File: config.mk
export PLATFORM = sky130hd
export DESIGN_NAME = indexed_ordered_list_unit
export DESIGN_NICKNAME = d
export VERILOG_FILES = /design/src/sv/iol_pkg.sv /design/src/sv/indexed_ordered_list_unit.sv /design/src/sv/iol_cell.sv /design/src/sv/iol_ctrl.sv /design/src/sv/iol_skid.sv
export SDC_FILE = /design/constraint.sdc
export NUM_CORES = 1
export LEC_CHECK = 0
export BUFFER_PORTS_ARGS = -buffer_cell sky130_fd_sc_hd__buf_4
export CAP_MARGIN = 5
export CELL_PAD_IN_SITES_DETAIL_PLACEMENT = 0
export CELL_PAD_IN_SITES_GLOBAL_PLACEMENT = 1
export CORE_AREA = 2 2 250 252
export CTS_BUF_LIST = sky130_fd_sc_hd__clkbuf_4 sky130_fd_sc_hd__clkbuf_8 sky130_fd_sc_hd__clkbuf_16
export DETAILED_ROUTE_END_ITERATION = 16
export DIE_AREA = 0 0 252 254
export PLACE_DENSITY = 0.91
export SLEW_MARGIN = 20
export SYNTH_ARGS = -nofsm -noshare
export SYNTH_HDL_FRONTEND = slang
export SYNTH_SLANG_ARGS = --single-unit
export TNS_END_PERCENT = 1
File: constraint.sdc
create_clock -name clk -period 13.8 [get_ports clk]
set_clock_uncertainty 0.1 [all_clocks]
set_input_delay 2.76 -clock clk [delete_from_list [all_inputs] [get_ports clk]]
set_output_delay 2.76 -clock clk [all_outputs]
set_load 0.02 [all_outputs]
File: src/sv/iol_pkg.sv
// Shared types and codes for the indexed ordered list unit.
package iol_pkg;

  typedef enum logic [2:0] {
    REQ_INS_AT    = 3'd0,
    REQ_INS_FRONT = 3'd1,
    REQ_INS_BACK  = 3'd2,
    REQ_REM_AT    = 3'd3,
    REQ_REM_FRONT = 3'd4,
    REQ_REM_BACK  = 3'd5,
    REQ_READ      = 3'd6,
    REQ_CLEAR     = 3'd7
  } req_t;

  typedef enum logic [1:0] {
    ST_OK    = 2'd0,
    ST_RANGE = 2'd1,
    ST_EMPTY = 2'd2,
    ST_FULL  = 2'd3
  } status_t;

  typedef enum logic [1:0] {
    SHIFT_HOLD   = 2'd0,
    SHIFT_INSERT = 2'd1,
    SHIFT_REMOVE = 2'd2
  } shift_op_t;

  localparam int unsigned POS_W   = 4;
  localparam int unsigned WORD_W  = 32;
  localparam int unsigned COUNT_W = 5;

  typedef struct packed {
    status_t status;
    logic    take;
  } ctl_resp_t;

  typedef struct packed {
    logic [WORD_W-1:0]  read_value;
    status_t            status;
    logic [COUNT_W-1:0] entry_count;
  } out_item_t;

endpackage

File: src/sv/indexed_ordered_list_unit.sv
// Top level of the indexed ordered list unit: decoder, cell chain and output buffer.
//
// Usage:
//   Each request transaction on the in_ channel carries a request kind in
//   in_tuser and a position and data word in in_tdata. Kinds: insert at
//   position, insert front, insert back, remove at position, remove front,
//   remove back, read at position, clear. Every request gives exactly one
//   result transaction on the out_ channel with the removed or read word,
//   a status code and the entry count after the request.
//   Entries live in a row of CAPACITY cells; an insert or remove shifts every
//   cell past the position by one place in the same cycle, so a new request
//   can be taken every cycle while in_tready is high.
//   Each result is registered, in the output slot or the skid stage, before out_tvalid shows it.
//   Throughput: one request per cycle while the receiver keeps up.
//   When the receiver stalls, one further result is held in a skid stage;
//   in_tready then drops until the output register drains.
//   Reset (rst_n low, synchronous) empties the list and both output slots;
//   cell contents are not cleared, entries beyond the count are never read.
module indexed_ordered_list_unit #(
  parameter int unsigned CAPACITY   = 16,
  parameter int unsigned DATA_WIDTH = 32
) (
  input  logic        clk,
  input  logic        rst_n,
  input  logic        in_tvalid,
  output logic        in_tready,
  input  logic [39:0] in_tdata,   // [3:0] position, [35:4] item_value, [39:36] zero
  input  logic [2:0]  in_tuser,   // [2:0] req_type
  output logic        out_tvalid,
  input  logic        out_tready,
  output logic [39:0] out_tdata,  // [31:0] read_value, [36:32] entry_count, [39:37] zero
  output logic [1:0]  out_tuser   // [1:0] status
);

  localparam int unsigned IDX_W = $clog2(CAPACITY);
  localparam int unsigned CNT_W = $clog2(CAPACITY + 1);

  logic                  accept;
  iol_pkg::req_t         req;
  logic [3:0]            position;
  logic [31:0]           item_value;
  logic [63:0]           item_wide;
  logic [DATA_WIDTH-1:0] ins_word;
  iol_pkg::shift_op_t    op;
  logic [IDX_W-1:0]      at_idx;
  iol_pkg::ctl_resp_t    resp;
  logic [CNT_W-1:0]      count;
  logic [CNT_W-1:0]      count_after;
  logic [31:0]           count_wide;
  logic [DATA_WIDTH-1:0] cell_data [CAPACITY];
  logic [DATA_WIDTH-1:0] rd_bus [CAPACITY];
  logic [DATA_WIDTH-1:0] rd_or;
  logic [63:0]           rd_wide;
  iol_pkg::out_item_t    result;
  iol_pkg::out_item_t    out_item;
  logic                  can_push;

  assign req        = iol_pkg::req_t'(in_tuser[2:0]);
  assign position   = in_tdata[3:0];
  assign item_value = in_tdata[35:4];
  assign item_wide  = 64'(item_value);
  assign ins_word   = item_wide[DATA_WIDTH-1:0];
  assign in_tready  = can_push;
  assign accept     = in_tvalid && can_push;

  iol_ctrl #(
    .CAPACITY (CAPACITY),
    .IDX_W    (IDX_W),
    .CNT_W    (CNT_W)
  ) u_ctrl (
    .clk         (clk),
    .rst_n       (rst_n),
    .accept      (accept),
    .req         (req),
    .position    (position),
    .op          (op),
    .at_idx      (at_idx),
    .resp        (resp),
    .count       (count),
    .count_after (count_after)
  );

  for (genvar i = 0; i < CAPACITY; i++) begin : g_cell
    logic [DATA_WIDTH-1:0] left_data;
    logic [DATA_WIDTH-1:0] right_data;
    if (i == 0) begin : g_first
      assign left_data = '0;
    end else begin : g_mid_l
      assign left_data = cell_data[i-1];
    end
    if (i == CAPACITY - 1) begin : g_last
      assign right_data = cell_data[i];
    end else begin : g_mid_r
      assign right_data = cell_data[i+1];
    end
    iol_cell #(
      .IDX_W      (IDX_W),
      .DATA_WIDTH (DATA_WIDTH),
      .IDX        (i)
    ) u_cell (
      .clk        (clk),
      .op         (op),
      .at_idx     (at_idx),
      .ins_word   (ins_word),
      .left_data  (left_data),
      .right_data (right_data),
      .data       (cell_data[i]),
      .rd_data    (rd_bus[i])
    );
  end

  always_comb begin
    rd_or = '0;
    for (int i = 0; i < CAPACITY; i++) begin
      rd_or = rd_or | rd_bus[i];
    end
  end

  assign rd_wide           = 64'(rd_or);
  assign count_wide        = 32'(count_after);
  assign result.read_value = resp.take ? rd_wide[31:0] : '0;
  assign result.status     = resp.status;
  assign result.entry_count = count_wide[4:0];

  iol_skid u_skid (
    .clk       (clk),
    .rst_n     (rst_n),
    .push      (accept),
    .push_item (result),
    .can_push  (can_push),
    .out_valid (out_tvalid),
    .out_ready (out_tready),
    .out_item  (out_item)
  );

  assign out_tdata = {3'b000, out_item.entry_count, out_item.read_value};
  assign out_tuser = out_item.status;

`ifndef SYNTH
  a_count_bound : assert property (@(posedge clk) disable iff (!rst_n)
    count <= CNT_W'(CAPACITY))
    else $error("entry count exceeds capacity");

  a_stall_holds_output : assert property (@(posedge clk) disable iff (!rst_n)
    !in_tready |-> out_tvalid)
    else $error("skid stage full without a pending output");

  a_read_keeps_count : assert property (@(posedge clk) disable iff (!rst_n)
    accept && req == iol_pkg::REQ_READ |=> $stable(count))
    else $error("read changed the entry count");

  a_refused_keeps_count : assert property (@(posedge clk) disable iff (!rst_n)
    accept && resp.status != iol_pkg::ST_OK |=> $stable(count))
    else $error("refused request changed the entry count");

  a_clear_empties : assert property (@(posedge clk) disable iff (!rst_n)
    accept && req == iol_pkg::REQ_CLEAR |=> count == '0)
    else $error("clear left entries behind");
`endif

endmodule

File: src/sv/iol_cell.sv
// One list cell: holds one entry and shifts with its neighbors.
module iol_cell #(
  parameter int unsigned IDX_W      = 4,
  parameter int unsigned DATA_WIDTH = 32,
  parameter int unsigned IDX        = 0
) (
  input  logic                  clk,
  input  iol_pkg::shift_op_t    op,
  input  logic [IDX_W-1:0]      at_idx,
  input  logic [DATA_WIDTH-1:0] ins_word,
  input  logic [DATA_WIDTH-1:0] left_data,
  input  logic [DATA_WIDTH-1:0] right_data,
  output logic [DATA_WIDTH-1:0] data,
  output logic [DATA_WIDTH-1:0] rd_data
);

  localparam logic [IDX_W-1:0] MY_IDX = IDX_W'(IDX);

  logic [DATA_WIDTH-1:0] data_r;
  logic [DATA_WIDTH-1:0] data_nxt;

  always_comb begin
    data_nxt = data_r;
    case (op)
      iol_pkg::SHIFT_INSERT: begin
        if (MY_IDX == at_idx) begin
          data_nxt = ins_word;
        end else if (MY_IDX > at_idx) begin
          data_nxt = left_data;
        end
      end
      iol_pkg::SHIFT_REMOVE: begin
        if (MY_IDX >= at_idx) begin
          data_nxt = right_data;
        end
      end
      default: data_nxt = data_r;
    endcase
  end

  always_ff @(posedge clk) begin
    data_r <= data_nxt;
  end

  assign data    = data_r;
  assign rd_data = (MY_IDX == at_idx) ? data_r : '0;

endmodule

File: src/sv/iol_ctrl.sv
// Request decoder and entry counter that steer the cell chain.
module iol_ctrl #(
  parameter int unsigned CAPACITY = 16,
  parameter int unsigned IDX_W    = 4,
  parameter int unsigned CNT_W    = 5
) (
  input  logic                           clk,
  input  logic                           rst_n,
  input  logic                           accept,
  input  iol_pkg::req_t                  req,
  input  logic [iol_pkg::POS_W-1:0]      position,
  output iol_pkg::shift_op_t             op,
  output logic [IDX_W-1:0]               at_idx,
  output iol_pkg::ctl_resp_t             resp,
  output logic [CNT_W-1:0]               count,
  output logic [CNT_W-1:0]               count_after
);

  localparam int unsigned CMP_W = (CNT_W > iol_pkg::POS_W) ? CNT_W : iol_pkg::POS_W;
  localparam logic [CNT_W-1:0] CAP = CNT_W'(CAPACITY);

  logic [CNT_W-1:0] count_r;
  logic [CNT_W-1:0] count_nxt;
  logic [CMP_W-1:0] pos_ext;
  logic [CMP_W-1:0] cnt_ext;
  logic             pos_ok;
  logic             full;
  logic             empty;
  iol_pkg::shift_op_t dec_op;

  assign pos_ext = CMP_W'(position);
  assign cnt_ext = CMP_W'(count_r);
  assign pos_ok  = pos_ext < cnt_ext;
  assign full    = count_r == CAP;
  assign empty   = count_r == '0;

  always_comb begin
    dec_op      = iol_pkg::SHIFT_HOLD;
    at_idx      = IDX_W'(position);
    resp.status = iol_pkg::ST_OK;
    resp.take   = 1'b0;
    count_after = count_r;
    unique case (req) inside
      iol_pkg::REQ_INS_AT: begin
        if (!pos_ok) begin
          resp.status = iol_pkg::ST_RANGE;
        end else if (full) begin
          resp.status = iol_pkg::ST_FULL;
        end else begin
          dec_op      = iol_pkg::SHIFT_INSERT;
          count_after = count_r + CNT_W'(1);
        end
      end
      iol_pkg::REQ_INS_FRONT, iol_pkg::REQ_INS_BACK: begin
        at_idx = (req == iol_pkg::REQ_INS_FRONT) ? '0 : IDX_W'(count_r);
        if (full) begin
          resp.status = iol_pkg::ST_FULL;
        end else begin
          dec_op      = iol_pkg::SHIFT_INSERT;
          count_after = count_r + CNT_W'(1);
        end
      end
      iol_pkg::REQ_REM_AT, iol_pkg::REQ_REM_FRONT, iol_pkg::REQ_REM_BACK: begin
        if (req == iol_pkg::REQ_REM_FRONT) begin
          at_idx = '0;
        end else if (req == iol_pkg::REQ_REM_BACK) begin
          at_idx = IDX_W'(count_r - CNT_W'(1));
        end
        if (empty) begin
          resp.status = iol_pkg::ST_EMPTY;
        end else if (req == iol_pkg::REQ_REM_AT && !pos_ok) begin
          resp.status = iol_pkg::ST_RANGE;
        end else begin
          dec_op      = iol_pkg::SHIFT_REMOVE;
          resp.take   = 1'b1;
          count_after = count_r - CNT_W'(1);
        end
      end
      iol_pkg::REQ_READ: begin
        if (!pos_ok) begin
          resp.status = iol_pkg::ST_RANGE;
        end else begin
          resp.take = 1'b1;
        end
      end
      iol_pkg::REQ_CLEAR: begin
        count_after = '0;
      end
      default: begin
        count_after = count_r;
      end
    endcase
  end

  assign op        = accept ? dec_op : iol_pkg::SHIFT_HOLD;
  assign count_nxt = accept ? count_after : count_r;
  assign count     = count_r;

  always_ff @(posedge clk) begin
    if (!rst_n) begin
      count_r <= '0;
    end else begin
      count_r <= count_nxt;
    end
  end

endmodule

File: src/sv/iol_skid.sv
// Output register with a skid stage for result transactions.
module iol_skid (
  input  logic               clk,
  input  logic               rst_n,
  input  logic               push,
  input  iol_pkg::out_item_t push_item,
  output logic               can_push,
  output logic               out_valid,
  input  logic               out_ready,
  output iol_pkg::out_item_t out_item
);

  logic               out_v_r;
  logic               out_v_nxt;
  logic               skid_v_r;
  logic               skid_v_nxt;
  iol_pkg::out_item_t out_r;
  iol_pkg::out_item_t out_nxt;
  iol_pkg::out_item_t skid_r;
  iol_pkg::out_item_t skid_nxt;

  always_comb begin
    out_v_nxt  = out_v_r;
    skid_v_nxt = skid_v_r;
    out_nxt    = out_r;
    skid_nxt   = skid_r;
    if (!out_v_r || out_ready) begin
      if (skid_v_r) begin
        out_nxt    = skid_r;
        out_v_nxt  = 1'b1;
        skid_v_nxt = 1'b0;
      end else if (push) begin
        out_nxt   = push_item;
        out_v_nxt = 1'b1;
      end else begin
        out_v_nxt = 1'b0;
      end
    end else if (push) begin
      skid_nxt   = push_item;
      skid_v_nxt = 1'b1;
    end
  end

  always_ff @(posedge clk) begin
    if (!rst_n) begin
      out_v_r  <= 1'b0;
      skid_v_r <= 1'b0;
    end else begin
      out_v_r  <= out_v_nxt;
      skid_v_r <= skid_v_nxt;
    end
  end

  always_ff @(posedge clk) begin
    out_r  <= out_nxt;
    skid_r <= skid_nxt;
  end

  assign can_push  = !skid_v_r;
  assign out_valid = out_v_r;
  assign out_item  = out_r;

endmodule
==> out/metrics.cfg <==
[floorplan]
die_h_um = 254
rows = 91
dieArea_um2 = 64000
die_w_um = 252
initial_core_util_pct = 55.5
core-area_um2 = 61300
ios = 91

[power]
p_int_w = 0.00355
ir_drop_uv = 96.7
power.share.clock_pct = 34.1
power_frac_seq_pct = 46.4
comb_power_share_pct = 19.5
power_w = 0.00504
power.density_nw_per_um2 = 136
leakagePower_nw = 14.3
swShare_pct = 29.6
power_switching_w = 0.00149

[clocking]
cts_setup_buffers = 0
numCtsBuffers = 59
cts_hold_buf = 0
ctsResizeCount = 0
clkLatencyLatePin_ps = 650
cts-htree-levels = 2
cts_sinks = 597
clk_path_buf_depth = 3
clkTransAtPathRegs_ps = 60
cts_tree = yes
cts_root_buf = clkbuf_16

[route]
post_drt_via_cell_ratio = 6.75
dr.pass1.iters = 7
drcViolationCount = 0
vias = 25134
drt_wl_total_um = 101000
ant_nets = 0
drtIter0Drc = 3532
wire_per_inst_um = 27.2

[synthesis]
yosys-top-cells-area = edfxtp_1 (52%), mux2i_1 (22%), o21ai_0 (5.5%)
yosysTopAreaCellShare_pct = 52.1
syn_avg_cell_area_um2 = 11.5
ys.flop_type = edfxtp_1
seq_area_frac_synth_pct = 52.5
yosys.area.top_type = edfxtp_1
synth-seq-cells = 597
syn_inst = 2957
yosysWarnings = 0
synth_edf_count = 590
async_flop_share_pct = 0
syn-cell-area_um2 = 34000
yosysUniqueCellTypes = 70

[critical_path]
worstPathRequired_ps = 14020
worstPathArrival_ps = 8060
cp-endpoint = g_cell[9].u_cell.data[5]
worstSetupPathType = in2reg
reg2reg_slack_ps = 7690
cp_max_fo = 34
end_kind = flop
r2r_end = g_cell[9].u_cell.data[5]
startpoint_type = input pin
reg2reg_depth = 14
r2r_start = u_ctrl.count[1]
crit_path_start = in_tdata[1]

[timing]
max-slew-margin-rel_pct = 12.9
final-setup-viol-count = 0
hold_viol = 0
rsz0062_at_grt = no
layout_worst_path_cycle_share_pct = 56.8
slew_violations = 0
tightest_slew_ps = 1310
timing.hold.ws_ps = 438
fin_setup_tns_ps = 0
period_minus_slack_ps = 7830
fmax_mhz = 128

[cells_and_area]
regArea_um2 = 17900
fillers = 4707
final_common_cell = mux2i_1
drive_gt1_share_pct = 11.5
final_cell_mix = mux2i_1 (732), edfxtp_1 (590), nand2_1 (464), o21ai_0 (372), buf_4 (133)
final_cell_count_no_fill = 3725
fin_nets = 2937
area_growth_pct = 9.01
postLayoutCoreUtil_pct = 60.5
multi_input_area_um2 = 15100

[global_route]
grt_pass1_wl_um = 150000
first_global_vias = 23885
grt.total_usage_pct = 31.0
grt_overflow_total = 0
grt_max_degree = 275
antenna_found_initial = 3

[run]
maxCapViolations = 0

[placement]
port_buffers = 83
dp_hpwl_um = 58200
routabilityCongestion = 0.890
dp_cells = 3611

[outcome]
status = finished, final reports clean

[min_path]
min_path_type = reg2reg

==> power by group through the flow <==
stage | registers, W | clock network (W) | logic (W)
after floorplan | 0.00236 | 0 | 0.000613
after global placement | 0.00237 | 0 | 0.000916
after detailed placement | 0.00237 | 0 | 0.000945
after CTS | 0.00234 | 0.00172 | 0.000949
after global routing | 0.00236 | 0.00179 | 0.00103
final | 0.00234 | 0.00172 | 0.000982
==> synthesized netlist by cell type (all sizes together) (2+ instances only) <==
library cell  count
nor2             33
o31ai             2
o211a             2
a221o            33
nand2           468
a211oi            4
nand3            10
a21oi            15
buf             112
or3               2
o221ai            2
or2               3
a221oi           34
o22ai            34
nor2b             2
a31oi             4
ha                7
a21o              5
mux2i           732
nand2b            5
mux4              3
and3              2
inv              11
a22oi            32
o221a             2
and2             33
nand4             4
clkbuf          163
dfxtp             7
o21a              4
mux2             38
nor3b             3
xnor2             2
nor4bb            3
a22o             64
o21ai           460
nor3             10
nor4              4
edfxtp          590
==> critical path: stages <==
cell and delay [ps]:
buf_4 130, ha_1 280, a2111oi_0 500, nor3_1 280
a221oi_1 570, and3_1 280, ha_2 180, buf_4 590
nor2_1 230, nor2_1 850, nor2_4 10, buf_4 420
a21o_2 520, buf_4 410
==> per-stage QoR <==
stage,setup WS [ps],area (um2)
6_report,5970,37100
2_1_floorplan,5490,34000
3_3_place_gp,5390,35000
3_5_place_dp,5210,35000
5_1_grt,5540,37100
4_1_cts,5880,37000
==> state kept, by name, indices dropped and copies added (netlist names) <==
signal	cells
g_cell.u_cell.data	512
u_ctrl.count	5
u_skid.skid_r	39
u_skid.out_item	39
u_skid.skid_v_r	1
u_skid.out_valid	1
==> cells by family after synthesis <==
logic type / share of synthesized area (%)
XOR/XNOR: 0.0515
adder cells (fa/ha/maj): 0.258
other: 0.0110
flip-flops: 52.5
AO/OA/AOI/OAI: 12.6
buffers and inverters: 4.07
AND/OR/NAND/NOR: 7.46
multiplexers: 23.0
==> layer usage <==
metal,track usage (%),routed length (um),vias up,share of wire (%)
li1,-,-,10995,-
met1,41.3,38600,12104,38
met2,48.1,44600,1687,44
met3,7.68,12800,346,13
met4,14.2,5160,2,5.1
met5,0,11,-,0.011
==> final cells by class <==
| class | count | area share [%] |
|---|---|---|
| diodes | 2 | 0.0135 |
| clock buffers | 70 | 4.27 |
| clock inverters | 41 | 1.18 |
| inverters | 11 | 0.111 |
| multi-input cells | 2076 | 40.7 |
| flip-flops and latches | 597 | 48.2 |
| well taps | 790 | 2.67 |
| repair buffers | 138 | 2.89 |
==> worst min-delay path by stage <==
stage                                  from             endpoint  slack, ps  cells past startpoint
after floorplan            u_skid.skid_r[3]   u_skid.out_item[3]        400                      2
after global placement     u_skid.skid_r[3]   u_skid.out_item[3]        420                      2
after detailed placement   u_skid.skid_r[3]   u_skid.out_item[3]        420                      2
after CTS                  u_skid.skid_r[3]   u_skid.out_item[3]        440                      2
after global routing      u_skid.skid_r[24]  u_skid.out_item[24]        470                      1
final                      u_skid.skid_r[3]   u_skid.out_item[3]        440                      2
(Power assumes the default switching activity.)
